**src/design/deq_pkg.sv**
```systemverilog
// Shared types and codes for the double-ended queue.
package deq_pkg;

	typedef enum logic [2:0] {
		OP_PUSH_BACK  = 3'd0,
		OP_PUSH_FRONT = 3'd1,
		OP_POP_BACK   = 3'd2,
		OP_POP_FRONT  = 3'd3,
		OP_GET        = 3'd4,
		OP_SIZE       = 3'd5
	} op_t;

	typedef enum logic [1:0] {
		ST_OK        = 2'd0,
		ST_EMPTY     = 2'd1,
		ST_FULL      = 2'd2,
		ST_BAD_INDEX = 2'd3
	} status_t;

	// Result control that rides along with the RAM read.
	typedef struct packed {
		logic    take_word;
		status_t status;
	} res_ctrl_t;

endpackage

```
**src/design/deq_ram.sv**
```systemverilog
// Generic single-write, single-read RAM with registered read data.
module deq_ram #(
	parameter int WIDTH = 32,
	parameter int DEPTH = 64
) (
	input  logic                     clk,
	input  logic                     we,
	input  logic [$clog2(DEPTH)-1:0] waddr,
	input  logic [WIDTH-1:0]         wdata,
	input  logic                     re,
	input  logic [$clog2(DEPTH)-1:0] raddr,
	output logic [WIDTH-1:0]         rdata
);

	logic [WIDTH-1:0] mem [DEPTH];

	always_ff @(posedge clk) begin
		if (we) begin
			mem[waddr] <= wdata;
		end
		if (re) begin
			rdata <= mem[raddr];
		end
	end

endmodule

```
**src/design/deq_ctrl.sv**
```systemverilog
// Head pointer and count registers, operation decode and RAM addressing.
module deq_ctrl #(
	parameter int DEPTH = 64
) (
	input  logic                       clk,
	input  logic                       arst_n,
	input  logic                       accept,
	input  logic [2:0]                 operation,
	input  logic [$clog2(DEPTH+1)-1:0] position,
	output logic                       we,
	output logic [$clog2(DEPTH)-1:0]   waddr,
	output logic                       re,
	output logic [$clog2(DEPTH)-1:0]   raddr,
	output deq_pkg::res_ctrl_t         res,
	output logic [$clog2(DEPTH+1)-1:0] count_next
);
	import deq_pkg::*;

	localparam int AW = $clog2(DEPTH);
	localparam int CW = $clog2(DEPTH + 1);

	logic [AW-1:0] front_q, front_d;
	logic [CW-1:0] count_q, count_d;
	logic [CW-1:0] pos_m1;
	logic          full, empty, bad_pos;
	op_t           op;

	// front + offset modulo DEPTH; both operands are below DEPTH
	function automatic logic [AW-1:0] wrap_add(input logic [AW-1:0] base,
			input logic [AW-1:0] off);
		logic [AW:0] sum;
		sum = {1'b0, base} + {1'b0, off};
		if (sum >= (AW+1)'(DEPTH)) begin
			sum = sum - (AW+1)'(DEPTH);
		end
		return sum[AW-1:0];
	endfunction

	assign op      = op_t'(operation);
	assign full    = (count_q == CW'(DEPTH));
	assign empty   = (count_q == '0);
	assign bad_pos = (position == '0) || (position > count_q);
	assign pos_m1  = position - CW'(1);

	always_comb begin
		front_d       = front_q;
		count_d       = count_q;
		we            = 1'b0;
		waddr         = wrap_add(front_q, count_q[AW-1:0]);
		re            = 1'b0;
		raddr         = front_q;
		res.take_word = 1'b0;
		res.status    = ST_OK;
		case (op)
			OP_PUSH_BACK: begin
				if (full) begin
					res.status = ST_FULL;
				end else begin
					we      = accept;
					count_d = count_q + CW'(1);
				end
			end
			OP_PUSH_FRONT: begin
				if (full) begin
					res.status = ST_FULL;
				end else begin
					front_d = wrap_add(front_q, AW'(DEPTH - 1));
					waddr   = front_d;
					we      = accept;
					count_d = count_q + CW'(1);
				end
			end
			OP_POP_BACK: begin
				if (empty) begin
					res.status = ST_EMPTY;
				end else begin
					count_d       = count_q - CW'(1);
					raddr         = wrap_add(front_q, count_d[AW-1:0]);
					re            = accept;
					res.take_word = 1'b1;
				end
			end
			OP_POP_FRONT: begin
				if (empty) begin
					res.status = ST_EMPTY;
				end else begin
					front_d       = wrap_add(front_q, AW'(1));
					count_d       = count_q - CW'(1);
					re            = accept;
					res.take_word = 1'b1;
				end
			end
			OP_GET: begin
				if (bad_pos) begin
					res.status = ST_BAD_INDEX;
				end else begin
					raddr         = wrap_add(front_q, pos_m1[AW-1:0]);
					re            = accept;
					res.take_word = 1'b1;
				end
			end
			default: begin
			end
		endcase
	end

	assign count_next = count_d;

	always_ff @(posedge clk or negedge arst_n) begin
		if (!arst_n) begin
			front_q <= '0;
			count_q <= '0;
		end else if (accept) begin
			front_q <= front_d;
			count_q <= count_d;
		end
	end

`ifndef SYNTHESIS
	a_count_bound: assert property (@(posedge clk) disable iff (!arst_n)
		count_q <= CW'(DEPTH))
		else $error("element count above depth");

	a_pop_empty: assert property (@(posedge clk) disable iff (!arst_n)
		(accept && empty && (op == OP_POP_BACK || op == OP_POP_FRONT))
		|-> (!re && !we && res.status == ST_EMPTY))
		else $error("pop on empty queue touched storage");

	a_push_grows: assert property (@(posedge clk) disable iff (!arst_n)
		(accept && we) |=> (count_q == $past(count_q) + CW'(1)))
		else $error("push did not grow the count");

	a_read_shrinks: assert property (@(posedge clk) disable iff (!arst_n)
		(accept && re && (op == OP_POP_BACK || op == OP_POP_FRONT))
		|=> (count_q == $past(count_q) - CW'(1)))
		else $error("pop did not shrink the count");

	a_no_rw: assert property (@(posedge clk) disable iff (!arst_n)
		!(we && re))
		else $error("read and write in one beat");
`endif

endmodule

```
**src/design/double_ended_queue.sv**
```systemverilog
// A result beat is presented on done in the cycle after start is taken.
// Throughput: one operation per cycle; busy stays low, the RAM read and the
// pointer/count update both fit in the accepting cycle.
// Results cannot be stalled; each beat is shown for exactly one cycle.
// Reset clears head pointer and count; stored words are undefined until pushed.
module double_ended_queue #(
	parameter int DEPTH      = 64,
	parameter int DATA_WIDTH = 32
) (
	input  logic                       clk,
	input  logic                       arst_n,
	input  logic                       start,
	output logic                       busy,
	input  logic [2:0]                 operation,
	input  logic [DATA_WIDTH-1:0]      push_word,
	input  logic [$clog2(DEPTH+1)-1:0] position,
	output logic                       done,
	output logic [DATA_WIDTH-1:0]      result_word,
	output logic [$clog2(DEPTH+1)-1:0] occupancy,
	output logic [1:0]                 status
);
	import deq_pkg::*;

	localparam int AW = $clog2(DEPTH);
	localparam int CW = $clog2(DEPTH + 1);

	logic                  accept;
	logic                  ram_we, ram_re;
	logic [AW-1:0]         ram_waddr, ram_raddr;
	logic [DATA_WIDTH-1:0] ram_rdata;
	res_ctrl_t             res_c;
	logic [CW-1:0]         count_next;

	logic                  valid_s1;
	res_ctrl_t             res_s1;
	logic [CW-1:0]         occ_s1;

	assign busy   = 1'b0;
	assign accept = start && !busy;

	deq_ctrl #(
		.DEPTH(DEPTH)
	) u_ctrl (
		.clk       (clk),
		.arst_n    (arst_n),
		.accept    (accept),
		.operation (operation),
		.position  (position),
		.we        (ram_we),
		.waddr     (ram_waddr),
		.re        (ram_re),
		.raddr     (ram_raddr),
		.res       (res_c),
		.count_next(count_next)
	);

	deq_ram #(
		.WIDTH(DATA_WIDTH),
		.DEPTH(DEPTH)
	) u_ram (
		.clk  (clk),
		.we   (ram_we),
		.waddr(ram_waddr),
		.wdata(push_word),
		.re   (ram_re),
		.raddr(ram_raddr),
		.rdata(ram_rdata)
	);

	always_ff @(posedge clk or negedge arst_n) begin
		if (!arst_n) begin
			valid_s1 <= 1'b0;
		end else begin
			valid_s1 <= accept;
		end
	end

	always_ff @(posedge clk) begin
		if (accept) begin
			res_s1 <= res_c;
			occ_s1 <= count_next;
		end
	end

	assign done        = valid_s1;
	assign result_word = res_s1.take_word ? ram_rdata : '0;
	assign occupancy   = occ_s1;
	assign status      = res_s1.status;

endmodule

```
**config.mk**
```make
export PLATFORM = sky130hd
export DESIGN_NAME = double_ended_queue
export DESIGN_NICKNAME = d
export VERILOG_FILES = /design/src/design/deq_pkg.sv /design/src/design/deq_ram.sv /design/src/design/deq_ctrl.sv /design/src/design/double_ended_queue.sv
export SDC_FILE = /design/constraint.sdc
export NUM_CORES = 2
export LEC_CHECK = 0
export BUFFER_PORTS_ARGS = -buffer_cell sky130_fd_sc_hd__buf_2
export CAP_MARGIN = 20
export CORE_MARGIN = 2
export CORE_UTILIZATION = 50
export CTS_CLUSTER_DIAMETER = 100
export DETAILED_ROUTE_END_ITERATION = 8
export GPL_TIMING_DRIVEN = 0
export PLACE_DENSITY = 0.71
export SETUP_SLACK_MARGIN = 0.5
export SLEW_MARGIN = 20
export SYNTH_ARGS = -nofsm -noshare
export SYNTH_HDL_FRONTEND = slang
export SYNTH_HIERARCHICAL = 1
export SYNTH_SLANG_ARGS = --single-unit
export TNS_END_PERCENT = 5
```
**constraint.sdc**
```tcl
create_clock -name clk -period 6.6 [get_ports clk]
set_clock_uncertainty 0.15 [all_clocks]
set_input_delay 0.33 -clock clk [delete_from_list [all_inputs] [get_ports clk]]
set_output_delay 0.33 -clock clk [all_outputs]
set_load 0.03 [all_outputs]
```
### Word level (Yosys, flattened, before mapping)

Memory sizes are Yosys's and may differ from the RTL's. A register that Yosys moved wholly into a read port is not among the register bits.
Cells that the tools add are included.

| cells by class | value |
|---|---|
| add/subtract/negate cells | 13 |
| multipliers | 0 |
| div/mod/pow operators | 0 |
| $lt $le $gt $ge | 6 |
| equal/unequal tests | 7 |
| shift operators | 0 |
| muxes and demuxes | 31 |
| bitwise gates (word level) | 0 |
| reductions and logical operators | 8 |

Operators by type and width:

| cell | number |
|---|---|
| $mux W6 | 11 |
| $sub A6 B1 Y6 const B | 6 |
| $ge A7 B7 Y1 const B | 5 |
| $mux W32 | 1 |
| $pmux W6 S2 | 2 |
| $add A6 B6 Y7 | 3 |
| $logic_not A7 Y1 | 2 |
| $mux W7 | 2 |
| $pmux W7 S2 | 1 |
| $mux W1 | 9 |
| $add A6 B1 Y7 const B | 1 |
| $add A6 B6 Y7 const B | 1 |
| $add A7 B1 Y7 const B | 1 |
| $eq A7 B7 Y1 const B | 1 |
| $gt A7 B7 Y1 | 1 |
| $sub A7 B1 Y7 const B | 1 |
| $eq A3 B2 Y1 const B | 2 |
| $pmux W2 S3 | 1 |
| $mux W2 | 2 |
| $ne A2 B2 Y1 const B | 2 |
| $pmux W1 S2 | 2 |
| $reduce_and A4 Y1 | 1 |
| $reduce_or A2 Y1 | 2 |
| $eq A3 B1 Y1 const B | 1 |
| 4 further kinds | 4 |

| word-level totals | value |
|---|---|
| register bits | 24 |
| latch bits | 0 |
| bits in writable memories | 2048 |
| bits in read-only memories | 0 |
| input port bits | 45 |
| output and inout port bits | 43 |
| logic and storage cells | 72 |
| memories kept | 1 |

Memory list:

| name | depth | width | rd ports | clocked after Yosys merged registers in | wr ports | line | RTL |
|---|---|---|---|---|---|---|---|
| u_ram.mem | 64 | 32 | 1 | 1 | 1 | deq_ram.sv:15 | `logic [WIDTH-1:0] mem [DEPTH];` |

### Longest topological paths before layout

| logic depth | value |
|---|---|
| word-level depth | 6 |
| depth in mapped cells | 18 |
| mapped depth without buffers | 15 |

### By module

Netlist, hierarchy kept.

Modules (own cells, without submodules):

| module | instances | cells each | area an instance (um^2) | sequential area each (um^2) |
|---|---|---|---|---|
| deq_ram | 1 | 3324 | 78835.6 | 62459.9 |
| deq_ctrl | 1 | 280 | 2182.1 | 325.3 |
| double_ended_queue | 1 | 50 | 606.8 | 325.3 |

### Worst setup path before layout

OpenSTA, ideal clock, no wires.

| path | value |
|---|---|
| path kind | register to register |
| start point | register u_ctrl.front_q[1] |
| end point | memory u_ram.mem[49][0] (enable) |
| setup time | 0.461 ns |
| data arrival time | 4.382 ns |
| path slack | 1.608 ns |
| cell stages (with the launch flop) | 11 |
| buffers on the path | 1 |
| period minus slack after synthesis | 4.992 ns |
| cell sequence | dfrtp_1 > ha_1 > a21o_1 > a21oi_1 > o21ai_0 > xnor2_1 > a21oi_1 > xnor2_1 > clkbuf_1 > nand4_1 > nor3_1 |

| on the way | value |
|---|---|
| word-level cells in the longest chain between the ends | 5 |
| elaborated cells on any way between the ends | 10 |
| classes of those cells | 4 x add/sub; 2 x order compare; 4 x mux |

RTL lines:

| what | line | RTL |
|---|---|---|
| from (decl) | deq_ctrl.sv:22 | `logic [AW-1:0] front_q, front_d;` |
| from (signal assigned) | deq_ctrl.sv:114 | `front_q <= front_d;` |
| $add A6 B6 Y7 | deq_ctrl.sv:32 | `sum = {1'b0, base} + {1'b0, off};` |
| $sub A6 B1 Y6 or $ge A7 B7 Y1 (tied branches) | deq_ctrl.sv:34, deq_ctrl.sv:33 |  |
| $mux W6 | deq_ctrl.sv:33 | `if (sum >= (AW+1)'(DEPTH)) begin` |
| $mux W6 | deq_ctrl.sv:64 | `if (full) begin` |
| $mux W6 * | deq_ctrl.sv:54 | `case (op)` |
| named net ram_waddr[5] | double_ended_queue.sv:29 | `logic [AW-1:0] ram_waddr, ram_raddr;` |
| to (decl) | deq_ram.sv:15 |  |

Mark *: on every way through the listed nets, which the timed path passes. The rest lies on a longest branch.

### Worst setup path after layout

| path | value |
|---|---|
| start point | register u_ctrl.count_q[2] |
| end point | register u_ram.rdata[14] (read register of u_ram.mem) (data pin) |

| on the way | value |
|---|---|
| word-level cells in the longest chain between the ends | 6 |
| elaborated cells on any way between the ends | 14 |
| classes of those cells | 3 x add/sub; 2 x order compare; 7 x mux; 2 x reduce/logical |

RTL lines:

| what | line | RTL |
|---|---|---|
| from (decl) | deq_ctrl.sv:23 | `logic [CW-1:0] count_q, count_d;` |
| from (signal assigned) | deq_ctrl.sv:115 | `count_q <= count_d;` |
| $sub A7 B1 Y7 | deq_ctrl.sv:77 | `count_d = count_q - CW'(1);` |
| $add A6 B6 Y7 | deq_ctrl.sv:32 |  |
| $ge A7 B7 Y1 | deq_ctrl.sv:33 |  |
| $mux W6 | deq_ctrl.sv:33 |  |
| $mux W6 | deq_ctrl.sv:74 | `if (empty) begin` |
| $pmux W6 S2 * | deq_ctrl.sv:54 |  |
| named net ram_raddr[1] | double_ended_queue.sv:29 |  |
| to (decl) | deq_ram.sv:12 | `output logic [WIDTH-1:0] rdata` |

Marks and branches as above.
A chain may end at the register's enable or synchronous reset.

==> out/metrics.cfg <==
[worst_hold_path]
holdCritStartpoint = position[6]
holdPathEnd = status[1]
min_path_type = in -> reg
min_path_cells = 5

[timing]
tightest_slew_ns = 1.280
slew_violations = 0
relSlewSlack_pct = 14.69
min_period_ns = 6.286
rsz0062_at_grt = true
hold_viol_final = 0
period_share_pct = 95.24
setup-violations-final = 0
fmax_mhz = 159.1

[routing]
first_pass_iters = 8
final_antenna_net_count = 0
drcViolationCount = 2
wl_per_cell_um = 38.87
viasPerCell = 6.809
drt-initial-drc-count = 7351
wirelength_um = 252000
via_count = 44150

[cts]
cts_tree = yes
htree_levels = 4
cts_buffers = 201
path_clk_slew_ns = 0.06
ctsRootBufferMaster = clkbuf_16
cts_num_sinks = 2104
clkLatencyLatePin_ns = 0.84
cts_max_path_buffers = 3

[setup_path]
cp_num_buf_inv = 7
crit_path_top_delay_cell = a21oi_1
r2r-start = u_ctrl/count_q[2]
cpPeakStageDelay_ns = 0.78
regToRegSetupSlack_ns = 0.31
cp-start-kind = register
crit_type = reg -> reg
crit_path_cell_trace = inv_1 -> ha_1 -> a21oi_1 -> a21oi_1 -> o22ai_1 -> and3b_1 -> clkbuf_1 -> a221o_1 -> buf_2 -> buf_2 -> buf_2 -> clkbuf_1 -> clkbuf_4 -> mux2i_1 -> a21oi_1 -> a21oi_1 -> nor2_1
crit_fanout = 10
crit_top_cell = a21oi_1
critical_path_arrival_ns = 6.78
crit_family = buffers and inverters
end_kind = register
r2r_cells = 17
required_ns = 7.10
r2r_end = u_ram/rdata[14]

[floorplanning]
start_util_pct = 50.26
fp.dieH_um = 408.0
core_area_mm2 = 0.1624
die_area_mm2 = 0.1665
ios = 88
die_x_um = 408.0
rows = 148

[synthesis]
syn_area_mm2 = 0.08162
synth_edf_count = 2090
synth_xor_area_share_pct = 0.3541
synth_mux_area_share_pct = 16.19
ys.flop_type = edfxtp_1
yosys_warnings = 6
synth-seq-area-share_pct = 77.32
post-synth-top-area-cell = edfxtp_1
synth.area.top_cells = edfxtp_1 77%, mux4_2 15%, mux2i_1 1.2%, nor2_1 0.73%, o22ai_1 0.66%
synth-simple-area-share_pct = 2.051
synthDominantCellAreaShare_pct = 76.89
synth_cell_types = 64
synth_nets = 3731
synthArstFlopShare_pct = 0.6654
syn_avg_cell_area_um2 = 22.34
synth-seq-cells = 2104
synth_compound_area_share_pct = 2.289
syn_inst = 3654
synthAdderAreaFrac_pct = 0.5181
synth_top_family_by_area = multiplexers

[place]
dp_hpwl_um = 163600
dp.cells = 6059
gp_congestion = 0.8922
portBuffers = 86
placed_cell_area_mm2 = 0.08850

[pwr]
vdd_ir_drop_max_mv = 0.3193
power_leakage_nw = 30.16
power_w = 0.04307
p_per_area_mw_per_mm2 = 449.8

[outcome]
violations = design-rule violations
outcome = complete, but fails checks

[final_layout]
drive_gt1_share_pct = 30.70
areaGrowthSynthToFinish_pct = 17.30
final_cell_mix = 2090 x edfxtp_1, 544 x mux4_2, 205 x clkbuf_16
stdcell_area_mm2 = 0.09574
fin_cells = 6484
final_common_cell = edfxtp_1
nets = 4204

[grt]
grtUsageTotal_pct = 30.24
grt_pass1_vias = 42900
grt_max_degree = 65
antenna_found_initial = 19
grt_pass1_wl_um = 343400
grt_remaining_overflow = 0

[job]
max-cap-violations = 0

kinds of logic (layout without fill, tap and decap cells):
family          Yosys count  in the layout
flops                  2104           2104
mux                     640            640
simple gates            343            343
compound gates          286            286
buf+inv                 215            860
xor+xnor                 33             33
fa+ha+maj                32             32
other cells               1             11
stage by stage:
stage	hold slack (ns)	worst slack [ns]	TNS, ns	utilization (%)
finish	0.05035	0.3144	0	58.95
CTS	0.008698	0.4099	0	58.73
detailed placement	0.1339	0.1808	0	54.49
global placement	0.1105	-3.154	-1337.73	52.20
floorplan	-0.1156	1.608	0	-
global route	0.07779	0.3780	0	58.94
layer usage:
metal | global-route usage, % | up-vias | wire [um] | share of wire, %
met3 | 10.61 | 820 | 38150 | 15
met5 | 0.2586 | - | 154 | 0.061
met2 | 44.93 | 3866 | 112700 | 45
met1 | 39.32 | 22990 | 84120 | 33
met4 | 16.42 | 16 | 16940 | 6.7
li1 | - | 16460 | - | -
registers in the layout, indices dropped and copies added, names as in the netlist:
register	flops
done	1
status	2
u_ctrl/front_q	6
res_s1	1
u_ram/rdata	32
occupancy	7
u_ctrl/count_q	7
u_ram/mem	2048
worst max-delay path by stage:
stage / start / to / slack [ns] / cells past startpoint
2_1_floorplan: u_ctrl/front_q[1] / u_ram/mem[49][0] / 1.61 / 10
3_3_place_gp: u_ctrl/front_q[1] / u_ram/mem[49][14] / -3.15 / 10
3_5_place_dp: u_ctrl/count_q[2] / u_ram/rdata[22] / 0.18 / 17
4_1_cts: u_ctrl/count_q[2] / u_ram/rdata[22] / 0.41 / 17
5_1_grt: u_ctrl/count_q[2] / u_ram/rdata[1] / 0.38 / 15
6_report: u_ctrl/count_q[2] / u_ram/rdata[14] / 0.31 / 17
synth_stat cells (6+ instances only):
library cell / n
buf_1: 21
and2_2: 32
nor2b_1: 16
buf_4: 30
xor2_1: 13
xnor2_1: 20
dfrtp_1: 14
nand3b_1: 7
a22oi_1: 14
mux2i_1: 95
o221ai_1: 27
and3_1: 8
inv_1: 17
nand3_1: 14
a21oi_1: 87
edfxtp_1: 2090
mux4_2: 544
a21o_1: 9
buf_2: 59
nand2_1: 55
a311oi_1: 8
nor3_1: 13
o21ai_0: 19
buf_6: 6
ha_1: 29
clkbuf_1: 79
o22ai_1: 86
nand2b_1: 10
nor2_1: 158
worst register-to-register path, cell delays in order, from the launching register on:
cell and delay [ns]:
dfrtp_1 0.57, inv_1 0.23, ha_1 0.36, a21oi_1 0.15, a21oi_1 0.08, o22ai_1 0.20, and3b_1 0.19, clkbuf_1 0.27
a221o_1 0.19, buf_2 0.41, buf_2 0.48, buf_2 0.40, clkbuf_1 0.50, clkbuf_4 0.47, mux2i_1 0.25, a21oi_1 0.78
a21oi_1 0.17, nor2_1 0.26
final cells by class:
type                            instances  area (um2)
Antenna cell                           10       25.02
Buffer                                198        1060
Clock buffer                          238        5254
Clock inverter                        137        1388
Fill cell                           11110       66660
Inverter                               17       63.81
Multi-Input combinational cell       1335       18010
Sequential cell                      2104       63110
Tap cell                             2175        2721
Timing Repair Buffer                  270        4111
power by group:
group,internal (W),switching (W)
Sequential,0.0152,0.000167
Combinational,0.00573,0.0103
Clock,0.00663,0.00499
timing repair:
item / in CTS / in global routing
endpoints found under the hold margin: 730 / 999
setup buffers: 0 / 1
gates resized for setup: 8 / 48
hold buffers: 21 / 17
pin swaps: 0 / 1
endpoints found under the setup margin: 16 / 27
(Power assumes the default switching activity.)
